## src/rtl/core/bpcf_pkg.sv

```systemverilog
// ----------------------------------------------------------------------------
// bpcf_pkg
// Shared types and constants for the broad-phase box pair filter.
// ----------------------------------------------------------------------------
package bpcf_pkg;

	localparam int CAPACITY = 32;
	localparam int ID_BITS  = 16;

	localparam int ID_W    = ID_BITS;
	localparam int IDX_W   = (CAPACITY > 1) ? $clog2(CAPACITY) : 1;
	localparam int CNT_W   = $clog2(CAPACITY + 1);
	localparam int COORD_W = 32;
	localparam int AXES    = 3;

	// port payload widths
	localparam int OBJ_ID_W    = 16;
	localparam int IN_TDATA_W  = 216;
	localparam int OUT_TDATA_W = 40;
	localparam int CFG_IDX_W   = 3;

	// configuration register indexes
	localparam logic [CFG_IDX_W-1:0] REG_TERR_X_LO = 3'd0;
	localparam logic [CFG_IDX_W-1:0] REG_TERR_X_HI = 3'd1;
	localparam logic [CFG_IDX_W-1:0] REG_TERR_Y_LO = 3'd2;
	localparam logic [CFG_IDX_W-1:0] REG_TERR_Y_HI = 3'd3;
	localparam logic [CFG_IDX_W-1:0] REG_TERR_Z_LO = 3'd4;
	localparam logic [CFG_IDX_W-1:0] REG_TERR_Z_HI = 3'd5;

	localparam logic [COORD_W-1:0] TERR_LO_RST = 32'h8000_0000;
	localparam logic [COORD_W-1:0] TERR_HI_RST = 32'h7FFF_FFFF;

	typedef logic signed [COORD_W-1:0] coord_t;

	typedef struct packed {
		logic [ID_W-1:0]  id;
		logic             home;
		coord_t [AXES-1:0] mn;
		coord_t [AXES-1:0] mx;
	} obj_t;

	localparam int OBJ_W = $bits(obj_t);

	typedef struct packed {
		coord_t [AXES-1:0] lo;
		coord_t [AXES-1:0] hi;
	} terr_t;

	// compare pipeline status toward the sequencer
	typedef struct packed {
		logic            busy;
		logic            v;
		logic            hit;
		logic [ID_W-1:0] lo_id;
		logic [ID_W-1:0] hi_id;
	} cmp_res_t;

endpackage

```

## src/rtl/core/bpcf_cmp.sv

```systemverilog
// ----------------------------------------------------------------------------
// bpcf_cmp
// Two-stage pair test of the current object against one stored entry.
// ----------------------------------------------------------------------------
module bpcf_cmp
	import bpcf_pkg::*;
(
	input  logic     clk,
	input  logic     arst_n,
	input  logic     en,
	input  logic     in_v,
	input  obj_t     cur,
	input  obj_t     ent,
	input  terr_t    terr,
	output cmp_res_t res
);

	logic              v_s2;
	logic              okid_s2;
	logic [AXES-1:0]   ov_s2;
	coord_t [AXES-1:0] m_s2;
	logic [ID_W-1:0]   lo_s2;
	logic [ID_W-1:0]   hi_s2;

	logic              v_s3;
	logic              hit_s3;
	logic [ID_W-1:0]   lo_s3;
	logic [ID_W-1:0]   hi_s3;

	logic              cur_lt;
	logic              okid_c;
	logic [AXES-1:0]   ov_c;
	coord_t [AXES-1:0] m_c;
	logic [AXES-1:0]   tr_c;

	// stage 2: id order, strict overlap, larger min corner
	always_comb begin
		cur_lt = cur.id < ent.id;
		okid_c = (cur.id != ent.id) && (cur_lt ? cur.home : ent.home);
		for (int a = 0; a < AXES; a++) begin
			ov_c[a] = ($signed(cur.mn[a]) < $signed(ent.mx[a])) &&
				($signed(ent.mn[a]) < $signed(cur.mx[a]));
			m_c[a] = ($signed(cur.mn[a]) > $signed(ent.mn[a])) ? cur.mn[a] : ent.mn[a];
		end
	end

	// stage 3: territory check of the corner
	always_comb begin
		for (int a = 0; a < AXES; a++) begin
			tr_c[a] = ($signed(m_s2[a]) >= $signed(terr.lo[a])) &&
				($signed(m_s2[a]) < $signed(terr.hi[a]));
		end
	end

	always_ff @(posedge clk or negedge arst_n) begin
		if (!arst_n) begin
			v_s2 <= 1'b0;
			v_s3 <= 1'b0;
		end else if (en) begin
			v_s2 <= in_v;
			v_s3 <= v_s2;
		end
	end

	always_ff @(posedge clk) begin
		if (en) begin
			okid_s2 <= okid_c;
			ov_s2   <= ov_c;
			m_s2    <= m_c;
			lo_s2   <= cur_lt ? cur.id : ent.id;
			hi_s2   <= cur_lt ? ent.id : cur.id;
			hit_s3  <= okid_s2 & (&ov_s2) & (&tr_c);
			lo_s3   <= lo_s2;
			hi_s3   <= hi_s2;
		end
	end

	assign res.busy  = v_s2 | v_s3;
	assign res.v     = v_s3;
	assign res.hit   = hit_s3;
	assign res.lo_id = lo_s3;
	assign res.hi_id = hi_s3;

endmodule

```

## config.mk

```make
export PLATFORM = sky130hd
export DESIGN_NAME = bpcf_cmp
export DESIGN_NICKNAME = d
export VERILOG_FILES = /design/src/rtl/core/bpcf_pkg.sv /design/src/rtl/core/bpcf_cmp.sv
export SDC_FILE = /design/constraint.sdc
export NUM_CORES = 1
export LEC_CHECK = 0
export BUFFER_PORTS_ARGS = -buffer_cell sky130_fd_sc_hd__buf_2
export CAP_MARGIN = 20
export CORE_MARGIN = 10
export CORE_UTILIZATION = 33
export CTS_CLUSTER_DIAMETER = 50
export DETAILED_ROUTE_END_ITERATION = 8
export HOLD_SLACK_MARGIN = 0.03
export PLACE_DENSITY = 0.59
export SYNTH_ARGS = -nofsm -noshare
export SYNTH_HDL_FRONTEND = slang
export SYNTH_SLANG_ARGS = --single-unit
```

## constraint.sdc

```tcl
create_clock -name clk -period 3.15 [get_ports clk]
set_input_delay 0.1575 -clock clk [delete_from_list [all_inputs] [get_ports clk]]
set_output_delay 0.1575 -clock clk [all_outputs]
set_load 0.01 [all_outputs]
```

==> qor.yml <==
final_layout:
  nets: 4188
  area_delta_synth_final_pct: 35.0
  utilization_pct: 45.1
  fill_cells: 5921
  drive_above_1_share_pct: 26.6
  seq_area_mm2: 0.00500
  multiInputGateArea_mm2: 0.0132
synth:
  synthCells: 2252
  synth_edf_count: 165
  synth-async-reset-ratio_pct: 1.20
  ys.flop_type: "edfxtp_1"
  postSynthAreaPerCell_um2: 8.97
  ys_types: 63
  yosysWarnings: 0
  yosys-top-cells-count: "inv_1 (494), ha_1 (487), edfxtp_1 (165)"
  syn_area_mm2: 0.0202
  yosysSeqAreaShare_pct: 24.8
  yosys-top-cells-area: "ha_1 (30%), edfxtp_1 (25%), inv_1 (9.2%)"
  synth_top_area_cell: "ha_1"
  yosys.cell_count.top_type: "inv_1"
  yosys_register_bits: 167
  yosysTopAreaCellShare_pct: 30.2
  synth_nets: 3353
run_status:
  status: "finished clean"
sta:
  worst_pin_slew_ns: 0.701
  setup_slack_ns: 0.0290
  final_max_slew_viol_count: 0
  relSlewSlack_pct: 52.1
  hold_viol_final: 0
  fin_crit_sh_pct: 99.1
  min_period_ns: 3.12
  setup-violations-final: 0
  final.setup_skew_ns: 0.0148
  fin_tns_setup_ns: 0
  fmax_mhz: 320
  whs_ns: 0.0739
clock_tree:
  cts_tree: "yes"
  clk_latency_ns: 0.50
  clk_path_buf_depth: 2
  clock-root-buffer: "clkbuf_16"
  numClockSinks: 167
  path_clk_slew_ns: 0.08
  numCtsBuffers: 17
  htreeDepth: 4
power:
  switching_power_mw: 3.12
  peakVddDrop_mv: 0.423
  p_per_area_mw_per_mm2: 320
  p_leak_nw: 15.0
  switching_share_pct: 35.8
  combPwrFrac_pct: 40.8
  pwr-share-seq_pct: 33.8
  power_frac_clock_pct: 25.4
  internal_power_mw: 5.59
  p_total_mw: 8.72
grt:
  grt_usage_pct: 22.8
  grt_max_degree: 66
  grt_antenna_before_repair: 56
  first_global_vias: 20700
  grt_pass1_wl_um: 123000
  overflow: 0
detailed_routing:
  dr.pass1.iters: 5
  drcViolationCount: 0
  ant_nets: 0
  drtIter0Drc: 1159
  avgViaCountPerCell: 5.12
  routedWlPerCell_um: 21.8
  routed_wl_um: 85100
  vias: 20000
setup_path:
  criticalPathCategory: "input pin to flip-flop"
  critical_path.reg2reg.startpoint: "m_s2[45]$_DFFE_PP_"
  cp.required_ns: 3.39
  critPathMaxFanout: 8
  critPathLaunchType: "input pin"
  crit_arrival_ns: 3.36
  cp-end-kind: "flip-flop"
  r2r-end: "hit_s3$_DFFE_PP_"
  r2r_cells: 10
  reg2reg_slack_ns: 0.21
  startpoint: "cur[144]"
hold_path:
  hold_class: "input pin to flip-flop"
  min_path_cells: 3
  hp-start: "ent[205]"
  holdPathEnd: "lo_s2[12]$_DFFE_PP_"
floorplan:
  die_area_mm2: 0.0715
  start_util_pct: 33.4
  die_x_um: 267
  die_y_um: 267
  core_area_mm2: 0.0605
  pin_count: 649
  fp-row-count: 90
place:
  dp_slack_ns: 0.113
  dp_hpwl_um: 72500
  io_buffers: 648
  gp_congestion: 0.972
flow_run:
  cap_violations: 0
## flip-flops by register name (all words and copies together) (netlist names)
name	cells
hi_s2	16
hi_s3	16
hit_s3	1
lo_s2	16
lo_s3	16
m_s2	96
okid_s2	1
ov_s2	3
v_s2	1
v_s3	1
## metal layers
layer / track usage, % / vias to the layer above / part of all wire [%]
met5: 0 / - / 0.19
met4: 8.18 / 28 / 3.3
met3: 5.38 / 158 / 6.8
li1: - / 9863 / -
met2: 41.6 / 704 / 51
met1: 25.3 / 9283 / 39
## placed cells by master, fill, tap and decap left out, types with 5 or more instances in the layout
cell type,instances
buf_2,634
inv_1,494
ha_1,482
dlygate4sd3_1,181
edfxtp_1,165
a21oi_1,116
o21ai_0,111
a21o_1,110
nor2_1,97
nand4_1,85
nand2_1,63
mux2_2,62
nand3_1,40
and3_1,38
a211o_1,36
a32o_1,32
o41ai_1,32
diode_2,30
buf_4,30
a211oi_1,27
nor2b_1,24
nor3_1,23
mux2_4,22
clkbuf_16,20
o21a_1,14
o211ai_1,12
and4_1,12
nand2b_1,11
dlymetal6s4s_1,10
o31ai_1,9
o21ai_1,8
buf_12,6
nor4_1,5
a2111oi_0,5
ha_4,5
## critical path, cell delays in order
cell	delay [ns]
dlygate4sd3_1	0.60
ha_1	0.23
a21o_1	0.16
a21o_1	0.18
a21oi_2	0.14
o22ai_2	0.06
and4bb_2	0.34
a21boi_2	0.08
o22ai_4	0.28
clkbuf_16	0.25
mux2_4	0.30
dlygate4sd3_1	0.56
## power by group through the flow
stage / Combinational, mW / Sequential (mW) / Clock (mW)
final: 3.56 / 2.95 / 2.21
after global routing: 3.98 / 2.97 / 2.36
after CTS: 3.46 / 2.95 / 2.29
after detailed placement: 3.20 / 3.00 / 0
after global placement: 3.17 / 2.99 / 0
after floorplan: 1.94 / 2.93 / 0
## cell type report
| type | instances | area share, % |
|---|---|---|
| multi-input combinational | 1539 | 48.4 |
| timing repair buffer | 867 | 20.4 |
| sequential | 167 | 18.3 |
| inverter | 495 | 6.81 |
| tap | 782 | 3.59 |
| clock buffer | 17 | 1.56 |
| clock inverter | 15 | 0.628 |
| antenna | 30 | 0.275 |
## kinds of logic after synthesis
logic type | count (synthesis) | synth area share (%)
fa+ha+maj | 487 | 30.2
flops | 167 | 24.8
mux | 89 | 5.34
buf+inv | 546 | 10.6
simple gates | 418 | 10.8
compound gates | 545 | 18.4
## what timing repair did
action                                 CTS  global route
buffers inserted                         0             8
hold buffers                           191             0
endpoints found under the hold margin  123             0
resized for setup                        0            46
setup endpoints to repair                0            38
## worst max-delay path by stage
stage,to,cells after the start
global route,m_s2[37]$_DFFE_PP_,13
CTS,m_s2[57]$_DFFE_PP_,14
finish,m_s2[37]$_DFFE_PP_,12
floorplan,m_s2[53]$_DFFE_PP_,11
global placement,hit_s3$_DFFE_PP_,10
detailed placement,hit_s3$_DFFE_PP_,10
## per-stage QoR
step	instances	cell area [um^2]
floorplan	2252	20200
global placement	3657	24400
detailed placement	3657	24400
CTS	3880	26900
global route	3899	27200
finish	3912	27300
No activity file was read; power rests on OpenSTA's default activity.
