<file path="src/rtl/core/bpcf_ram.sv">
// ----------------------------------------------------------------------------
// bpcf_ram
// Generic single-write, single-read synchronous RAM with registered read.
// ----------------------------------------------------------------------------
module bpcf_ram #(
	parameter int WIDTH = 8,
	parameter int DEPTH = 16
) (
	input  logic                                   clk,
	input  logic                                   we,
	input  logic [((DEPTH > 1) ? $clog2(DEPTH) : 1)-1:0] waddr,
	input  logic [WIDTH-1:0]                       wdata,
	input  logic                                   re,
	input  logic [((DEPTH > 1) ? $clog2(DEPTH) : 1)-1:0] raddr,
	output logic [WIDTH-1:0]                       rdata
);

	logic [WIDTH-1:0] mem [DEPTH];

	always_ff @(posedge clk) begin
		if (we) begin
			mem[waddr] <= wdata;
		end
		// read data holds while re is low
		if (re) begin
			rdata <= mem[raddr];
		end
	end

endmodule

</file>
<file path="config.mk">
export PLATFORM = sky130hd
export DESIGN_NAME = bpcf_ram
export DESIGN_NICKNAME = d
export VERILOG_FILES = /design/src/rtl/core/bpcf_ram.sv
export SDC_FILE = /design/constraint.sdc
export NUM_CORES = 1
export LEC_CHECK = 0
export BUFFER_PORTS_ARGS = -buffer_cell sky130_fd_sc_hd__clkbuf_2
export CORE_UTILIZATION = 50
export CTS_BUF_LIST = sky130_fd_sc_hd__clkbuf_2
export CTS_CLUSTER_SIZE = 20
export DETAILED_ROUTE_END_ITERATION = 10
export HOLD_SLACK_MARGIN = 0.15
export PLACE_DENSITY = 0.67
export SLEW_MARGIN = 30
export SYNTH_ARGS = -nofsm -noshare
export SYNTH_HDL_FRONTEND = slang
export SYNTH_SLANG_ARGS = --single-unit
</file>
<file path="constraint.sdc">
create_clock -name clk -period 5.05 [get_ports clk]
set_input_delay 1.01 -clock clk [delete_from_list [all_inputs] [get_ports clk]]
set_output_delay 1.01 -clock clk [all_outputs]
set_load 0.005 [all_outputs]
</file>
==> results.md, run 1 <==
Status:
- The run finished with clean final reports.

Setup path:
- The worst setup path is launched from an input port.
- The critical-path maximum fanout is 17.
- The data arrival time of the worst path is 2.86 ns.
- The critical path endpoint category is a register.
- The data required time of the critical path is 5.47 ns.
- The critical path is of the input port to register type.

Floorplan:
- The die width is 104 um.
- The effective utilization at floorplan is 52.5%.
- 27 I/O pins were placed.
- The die is 104 um tall.
- The total core area is 9950 um2.
- After floorplanning, the core was divided into 36 placement rows.
- The area enclosed by the die boundary is 10,900 um2.

Logic synthesis:
- After synthesis, the largest area contributor takes up 78.1% of total cell area.
- After technology mapping, the gate count stands at 229.
- The most instantiated library cell after synthesis is edfxtp_1.
- The combined area of all synthesized cells is 5230 um2.
- The number of distinct library cells after synthesis is 18.
- The net count after synthesis is 248.
- The most used flip-flop cell after synthesis is edfxtp_1.
- Ranked by instance count, the synthesized netlist is headed by edfxtp_1 (136), mux4_2 (18), a22oi_1 (16).
- Yosys mapped a number of flops with a built-in enable equal to 136.
- The number of register bits inferred by synthesis is 136.
- The largest total area in the synthesized netlist belongs to edfxtp_1.
- Each instance of the synthesized netlist takes up on average 22.8 um2.
- Ranked by total cell area, the synthesized netlist is headed by edfxtp_1 (78%), mux4_2 (7.8%), mux4_1 (7.0%), a22oi_1 (2.3%), nor2_1 (0.93%).
- For this run, the number of Yosys warnings is 0.
- The post-synthesis async set-or-reset flop share is 0%.
- The sequential element share of the synthesized area is 78.1%.

Finish:
- Cells with a size suffix above 1 make up 28.9% of the layout.
- The number of nets at the end of the flow is 286.
- Relative to the synthesized area, the layout overhead comes to 9.00%.
- The count of antenna diodes in the layout is 0.
- The share of the core filled with cells is 57.2%.
- The number of standard cells in the final layout excluding fillers is 413.

GRT:
- The total global-route track usage is 20.6%.
- The first global-routing pass estimated 15.1 mm of wire.
- The maximum number of pins on one net before global-route repair is 33.
- The via count of the first global-routing pass came to 2,530.
- The final global-route overflow total is 0.
- The number of antenna violations at the first check in global routing was 0.

Timing:
- The worst slew margin relative to its limit is 33.9%.
- The peak clock frequency supported by timing is 410 MHz.
- Setup repair after global routing left no endpoint under its margin.
- The final hold slack is 0.736 ns.
- The number of endpoints failing setup at the final stage is 0.
- The routed design could run at a clock period as short as 2.44 ns.
- For the final routed database, the setup TNS stands at 0 ns.
- The actual slew at the worst max-slew pin is 0.988 ns.
- Dividing the final minimum period by the clock period gives 48.3%.
- The clock arrives with 0.0210 ns of skew.
- The final number of max-transition violations is 0.
- The final-report hold violation count came to 0.

Routing:
- The iteration-0 DRC count of the detailed router is 196.
- The first-pass iteration count of the detailed router is 5.
- The average wire length per cell after detail routing is 24.8 um.
- The number of remaining DRC errors is 0.
- The overall routed net length is 10.2 mm.
- In the routed layout, each cell is associated on average with a via count of 6.03.
- The remaining antenna violation count is 0.
- The routed layout has 2,490 vias.

Placed design:
- The cell count after placement is 381.
- In this run the tool buffered the top-level ports with 26 buffer cells.
- Routability-driven placement finished with a final weighted congestion of 0.665.
- The HPWL reported at the end of detailed placement is 6.14 mm.

Pwr:
- The largest voltage drop on the vdd net is 0.141 mV.
- For this design the static power due to leakage is 1.86 nW.
- The total power is 1.96 mW.
- In this run the power density over the cells is 345 nW/um2.

Clock tree:
- In this run, post-CTS hold repair placed 0 buffers.
- TritonCTS built the clock tree.
- The tree is rooted in a clkbuf_2.
- The number of CTS-inserted buffers is 17.
- Once the clock tree was built, the setup fixing pass inserted 0 buffers.
- CTS saw 136 sinks.
- Counting along the longest clock path gives a buffer depth of 2.
- The clock slew seen by the registers of the worst setup and hold paths is 0.18 ns.
- Once the clock tree was built, the resizer swapped 0 gates to a different size.
- The number of H-tree levels is 4.
- At the later pin of the worst-skew pair, clock insertion delay measures 0.67 ns.

Job:
- The count of max-cap constraint violations is 0.

Hold path:
- The path class of the tightest hold or removal check is input port to register.
critical path, cell delays in order:
cell      delay [ns]
clkbuf_2        0.54
buf_4           0.43
mux4_1          0.60
a22oi_1         0.19
nand2_1         0.07
registers in the layout, summed over array words and instances (netlist names):
signal / count
mem: 128
rdata: 8
layout by cell type, fill, tap and decap left out, drive strengths merged:
cell type | Yosys | routed
edfxtp | 136 | 136
clkbuf | 0 | 45
mux4 | 32 | 32
a22oi | 16 | 16
nor2 | 13 | 13
nand2 | 9 | 9
clkinv | 0 | 9
nor3 | 4 | 4
buf | 7 | 3
nand3b | 2 | 2
nand2b | 2 | 2
clkinvlp | 0 | 2
bufinv | 0 | 2
nor2b | 1 | 1
and2 | 1 | 1
and2b | 1 | 1
nand3 | 1 | 1
or3b | 1 | 1
path summary, 6_finish.rpt:
kind	to	slack, ns	depth (start not counted)	startpoint
setup / recovery	rdata[1]$_DFFE_PP_	2.61	5	raddr[0]
hold / removal	mem[4][7]$_DFFE_PP_	0.74	1	wdata[7]
setup reg to reg	rdata[4]$_DFFE_PP_	3.53	3	mem[3][4]$_DFFE_PP_
hold reg to reg	rdata[4]$_DFFE_PP_	0.75	3	mem[14][4]$_DFFE_PP_
through the flow:
step	area, um2	worst slack, ns
finish	5700	2.61
global route	5700	2.59
CTS	5700	2.68
detailed placement	5490	1.92
floorplan	5230	2.55
global placement	5470	1.93
power breakdown:
part,switching [mW],total [mW],leakage [nW],internal [mW]
Clock,0.359,0.576,0.126,0.217
Sequential,0.00685,1.28,1.24,1.27
Combinational,0.0656,0.110,0.497,0.0446
layout make-up:
type / count / area [um2]
well taps: 133 / 166
repair buffers: 29 / 153
flip-flops and latches: 136 / 4080
multi-input cells: 83 / 1090
clock inverters: 13 / 111
clock buffers: 19 / 95.1
fillers: 737 / 4260
cells by family (layout without fill, tap and decap cells):
group / count (synthesis) / in the layout / share of synthesized area, %
AO/OA/AOI/OAI: 16 / 16 / 2.30
buffers and inverters: 10 / 61 / 1.65
flip-flops: 136 / 136 / 78.1
multiplexers: 32 / 32 / 14.8
AND/OR/NAND/NOR: 35 / 35 / 3.14
metal layers:
layer / vias up / wire [um] / global-route usage (%) / part of all wire [%]
li1: 1062 / - / - / -
met1: 1282 / 4390 / 29.5 / 43
met2: 128 / 4940 / 29.2 / 48
met3: 18 / 690 / 5.83 / 6.7
met4: 0 / 207 / 10.1 / 2.0
met5: - / 0 / 0 / 0
Note: power is estimated with default switching activity, not from simulation.
==> inputs of run 2 (changes only) <==
PLACE_DENSITY = 0.7   (was 0.67)
clock period = 2.1 ns   (was 5.05 ns; I/O delays follow)
==> run 2 against run 1 <==
Combinational power grew to 2.7 times the previous value. First-iteration DRC count shrank 12%. Clock skew shrank 0.00096 ns. Sequential share of layout area shrank 4.2 points. Final cell count grew 7.0%. Clock power grew to 3.2 times the previous value. Global-route usage shrank 0.95 points. Hold slack lost 0.43 ns. Sequential power grew 140%.
==> results.md, run 2 (synthesis results as in run 1) <==
Floorplan:
- The total number of placement rows came to 36 (unchanged).
- The number of top-level design ports is 27 (unchanged).
- The total core area is 9950 um2 (unchanged).
- The effective utilization at floorplan was 52.5% (unchanged).
- The y dimension of the die was 104 um (unchanged).
- The die width is 104 um (unchanged).
- The area enclosed by the die boundary is 10,900 um2 (unchanged).

Setup path:
- STA classifies the critical path endpoint as an output port.
- The category of the most critical setup path is register to output port.
- The path length in cells of the critical path is 1 (-4).
- Traced cell by cell, the critical path runs through clkbuf_2.
- In this run the critical register-to-register path is captured at rdata[0]$_DFFE_PP_.
- The cell type of the slowest stage on the worst timing path is edfxtp_1.
- The family of cells with the greatest summed delay on the critical path is flip-flops.
- The data required time of the critical path is 1.68 ns (-3.79 ns).
- The startpoint type of the worst setup path is a register.
- In this run the critical register-to-register path is launched from mem[6][0]$_DFFE_PP_.
- The worst reg2reg path depth is 3 (unchanged).
- The data arrival time of the worst path came to 1.27 ns (-1.59 ns).
- The peak per-stage delay on the critical path is 0.47 ns (-0.13 ns).
- The count of buffering cells on the critical path with inverters included is 1 (-1).
- The critical-path maximum fanout is 1 (-16).
- The internal reg-to-reg setup slack is 0.57 ns (-2.96 ns).

Clock tree:
- The number of setup buffers added after CTS was 0 (unchanged).
- The clock slew seen by the registers of the worst setup and hold paths is 0.19 ns (about the same).
- The number of buffers on the longest clock path is 2 (unchanged).
- The cell at the root of the clock tree is clkbuf_2.
- The total clock sinks is 136 (unchanged).
- The clock latency of the later-clocked register in the worst-skew pair is 0.68 ns (about the same).
- The CTS tree is yes.
- The number of CTS-inserted buffers was 17 (unchanged).
- The number of H-tree levels is 4 (unchanged).

Timing:
- The number of endpoints failing setup at the final stage is 0 (unchanged).
- The worst slew margin relative to its limit came to 70.6% (+37 points).
- The final clock skew is 0.0200 ns (-0.000956 ns).
- The clock period minus worst slack is 1.69 ns.
- Static timing analysis puts the maximum clock frequency at 591 MHz.
- The final number of max-transition violations was 0 (unchanged).
- Dividing the final minimum period by the clock period gives 80.5%.
- Setup repair after global routing left no endpoint under its margin.
- The actual slew at the worst max-slew pin is 0.442 ns (-0.546 ns).
- The final-layout setup total negative slack is 0 ns (unchanged).
- The final-report hold violation count is 0 (unchanged).

Routing:
- The routed via count divided by cell count is 5.66 (-6.1%).
- The iteration-0 DRC count of the detailed router is 173 (-12%).
- The first-pass iteration count of the detailed router is 4 (-1).
- The average wire length per cell after detail routing is 21.8 um (-12%).
- The remaining antenna violation count is 0 (unchanged).
- The overall routed net length is 9.64 mm (-5.7%).
- The total via count after detailed routing was 2,501 (+0.44%).
- The number of remaining DRC errors came to 0 (unchanged).

Pwr:
- The largest voltage drop on the vdd net is 0.578 mV (+310%).
- The power per cell area was 863 nW/um2 (+150%).
- The static leakage is 2.06 nW (+11%).

Placed design:
- The HPWL reported at the end of detailed placement is 6.25 mm (+1.8%).
- The number of buffer cells added on primary ports is 26 (unchanged).
- The weighted congestion reported at the end of routability-driven placement came to 0.784 (+18%).

GRT:
- The final global-route overflow total is 0 (unchanged).
- The total global-route track usage came to 19.6% (-0.95 points).
- The global-route wire length before repair is 14.8 mm (-2.0%).
- The via count of the first global-routing pass is 2,597 (+2.6%).
- The maximum number of pins on one net before global-route repair is 18 (-45%).
- The number of antenna violations at the first check in global routing was 0 (unchanged).

Job:
- The count of max-cap constraint violations is 0 (unchanged).

Finish:
- In the layout the commonest cells are edfxtp_1 (136), clkbuf_2 (43), buf_4 (20).
- The share of layout cells above drive strength 1 is 32.4% (+3.4 points).
- The number of nets at the end of the flow was 315 (+10%).
- The count of antenna diodes in the layout is 0 (unchanged).
- The final-layout fill cell count is 709 (-3.8%).
- In the final layout, the registers with the most flip-flops are mem: 128 flops, rdata: 8 flops.
- The flip-flop count of the largest register, all copies and words added is 128 (unchanged).
- The most common library cell in the layout ignoring fill and taps is edfxtp_1.
- Ranked by flip-flop count, first place goes to mem.
- Compared with the post-synthesis result, the final layout area differs by 15.7%.
- The share of the core filled with cells is 60.8% (+3.5 points).

Hold path:
- The type of the most critical hold path is input port to register.
- The cell count of the worst hold path is 3 (+2).
- The path with the worst hold slack has its endpoint at mem[4][5]$_DFFE_PP_.
- In this run the most critical hold path is launched from waddr[0].

Status:
- The run finished with clean final reports.
-- run 2: per-layer routing --
layer / vias up / GRT usage, % / routed length, um
li1: 1118 / - / -
met5: - / 0 / 0
met2: 79 / 30.9 / 4760
met3: 9 / 5.64 / 451
met1: 1295 / 26.6 / 4330
met4: 0 / 6.53 / 109
-- run 2: worst max path at each step --
stage | start | endpoint | slack, ns
after floorplan | waddr[2] | mem[0][0]$_DFFE_PP_ | 0.19
after global placement | raddr[0] | rdata[1]$_DFFE_PP_ | 0.15
after detailed placement | raddr[0] | rdata[0]$_DFFE_PP_ | 0.1
after CTS | rdata[6]$_DFFE_PP_ | rdata[6] | 0.35
after global routing | rdata[0]$_DFFE_PP_ | rdata[0] | 0.30
final | rdata[6]$_DFFE_PP_ | rdata[6] | 0.41
-- run 2: power by group --
group / switching (mW) / internal (mW) / total [mW] / leakage, nW
Combinational: 0.161 / 0.136 / 0.297 / 0.651
Clock: 0.949 / 0.906 / 1.86 / 0.171
Sequential: 0.0162 / 3.05 / 3.07 / 1.24
-- run 2: layout make-up --
cell class	count	area [um2]	area share, %
multi-input combinational	83	1060	17.5
tap	133	166	2.75
sequential	136	4080	67.5
clock buffer	17	85.1	1.41
timing repair buffer	58	430	7.11
clock inverter	15	226	3.74
-- run 2: per-stage QoR --
| stage | hold slack (ns) | area [um2] | power (mW) | std cells | setup WS (ns) |
|---|---|---|---|---|---|
| 2_1_floorplan | 0.519 | 5230 | 3.28 | 229 | 0.187 |
| 5_1_grt | 0.259 | 6050 | 5.39 | 442 | 0.295 |
| 3_3_place_gp | 0.729 | 5650 | 3.41 | 401 | 0.147 |
| 3_5_place_dp | 0.740 | 5650 | 3.42 | 401 | 0.0996 |
| 4_1_cts | 0.255 | 6050 | 5.26 | 442 | 0.353 |
| 6_report | 0.309 | 6050 | 5.22 | 442 | 0.409 |
-- run 2: repair_timing --
item,in CTS,in global routing
setup endpoints to repair,0,0
hold buffers,9,0
endpoints found under the hold margin,121,0
gates resized for setup,0,0
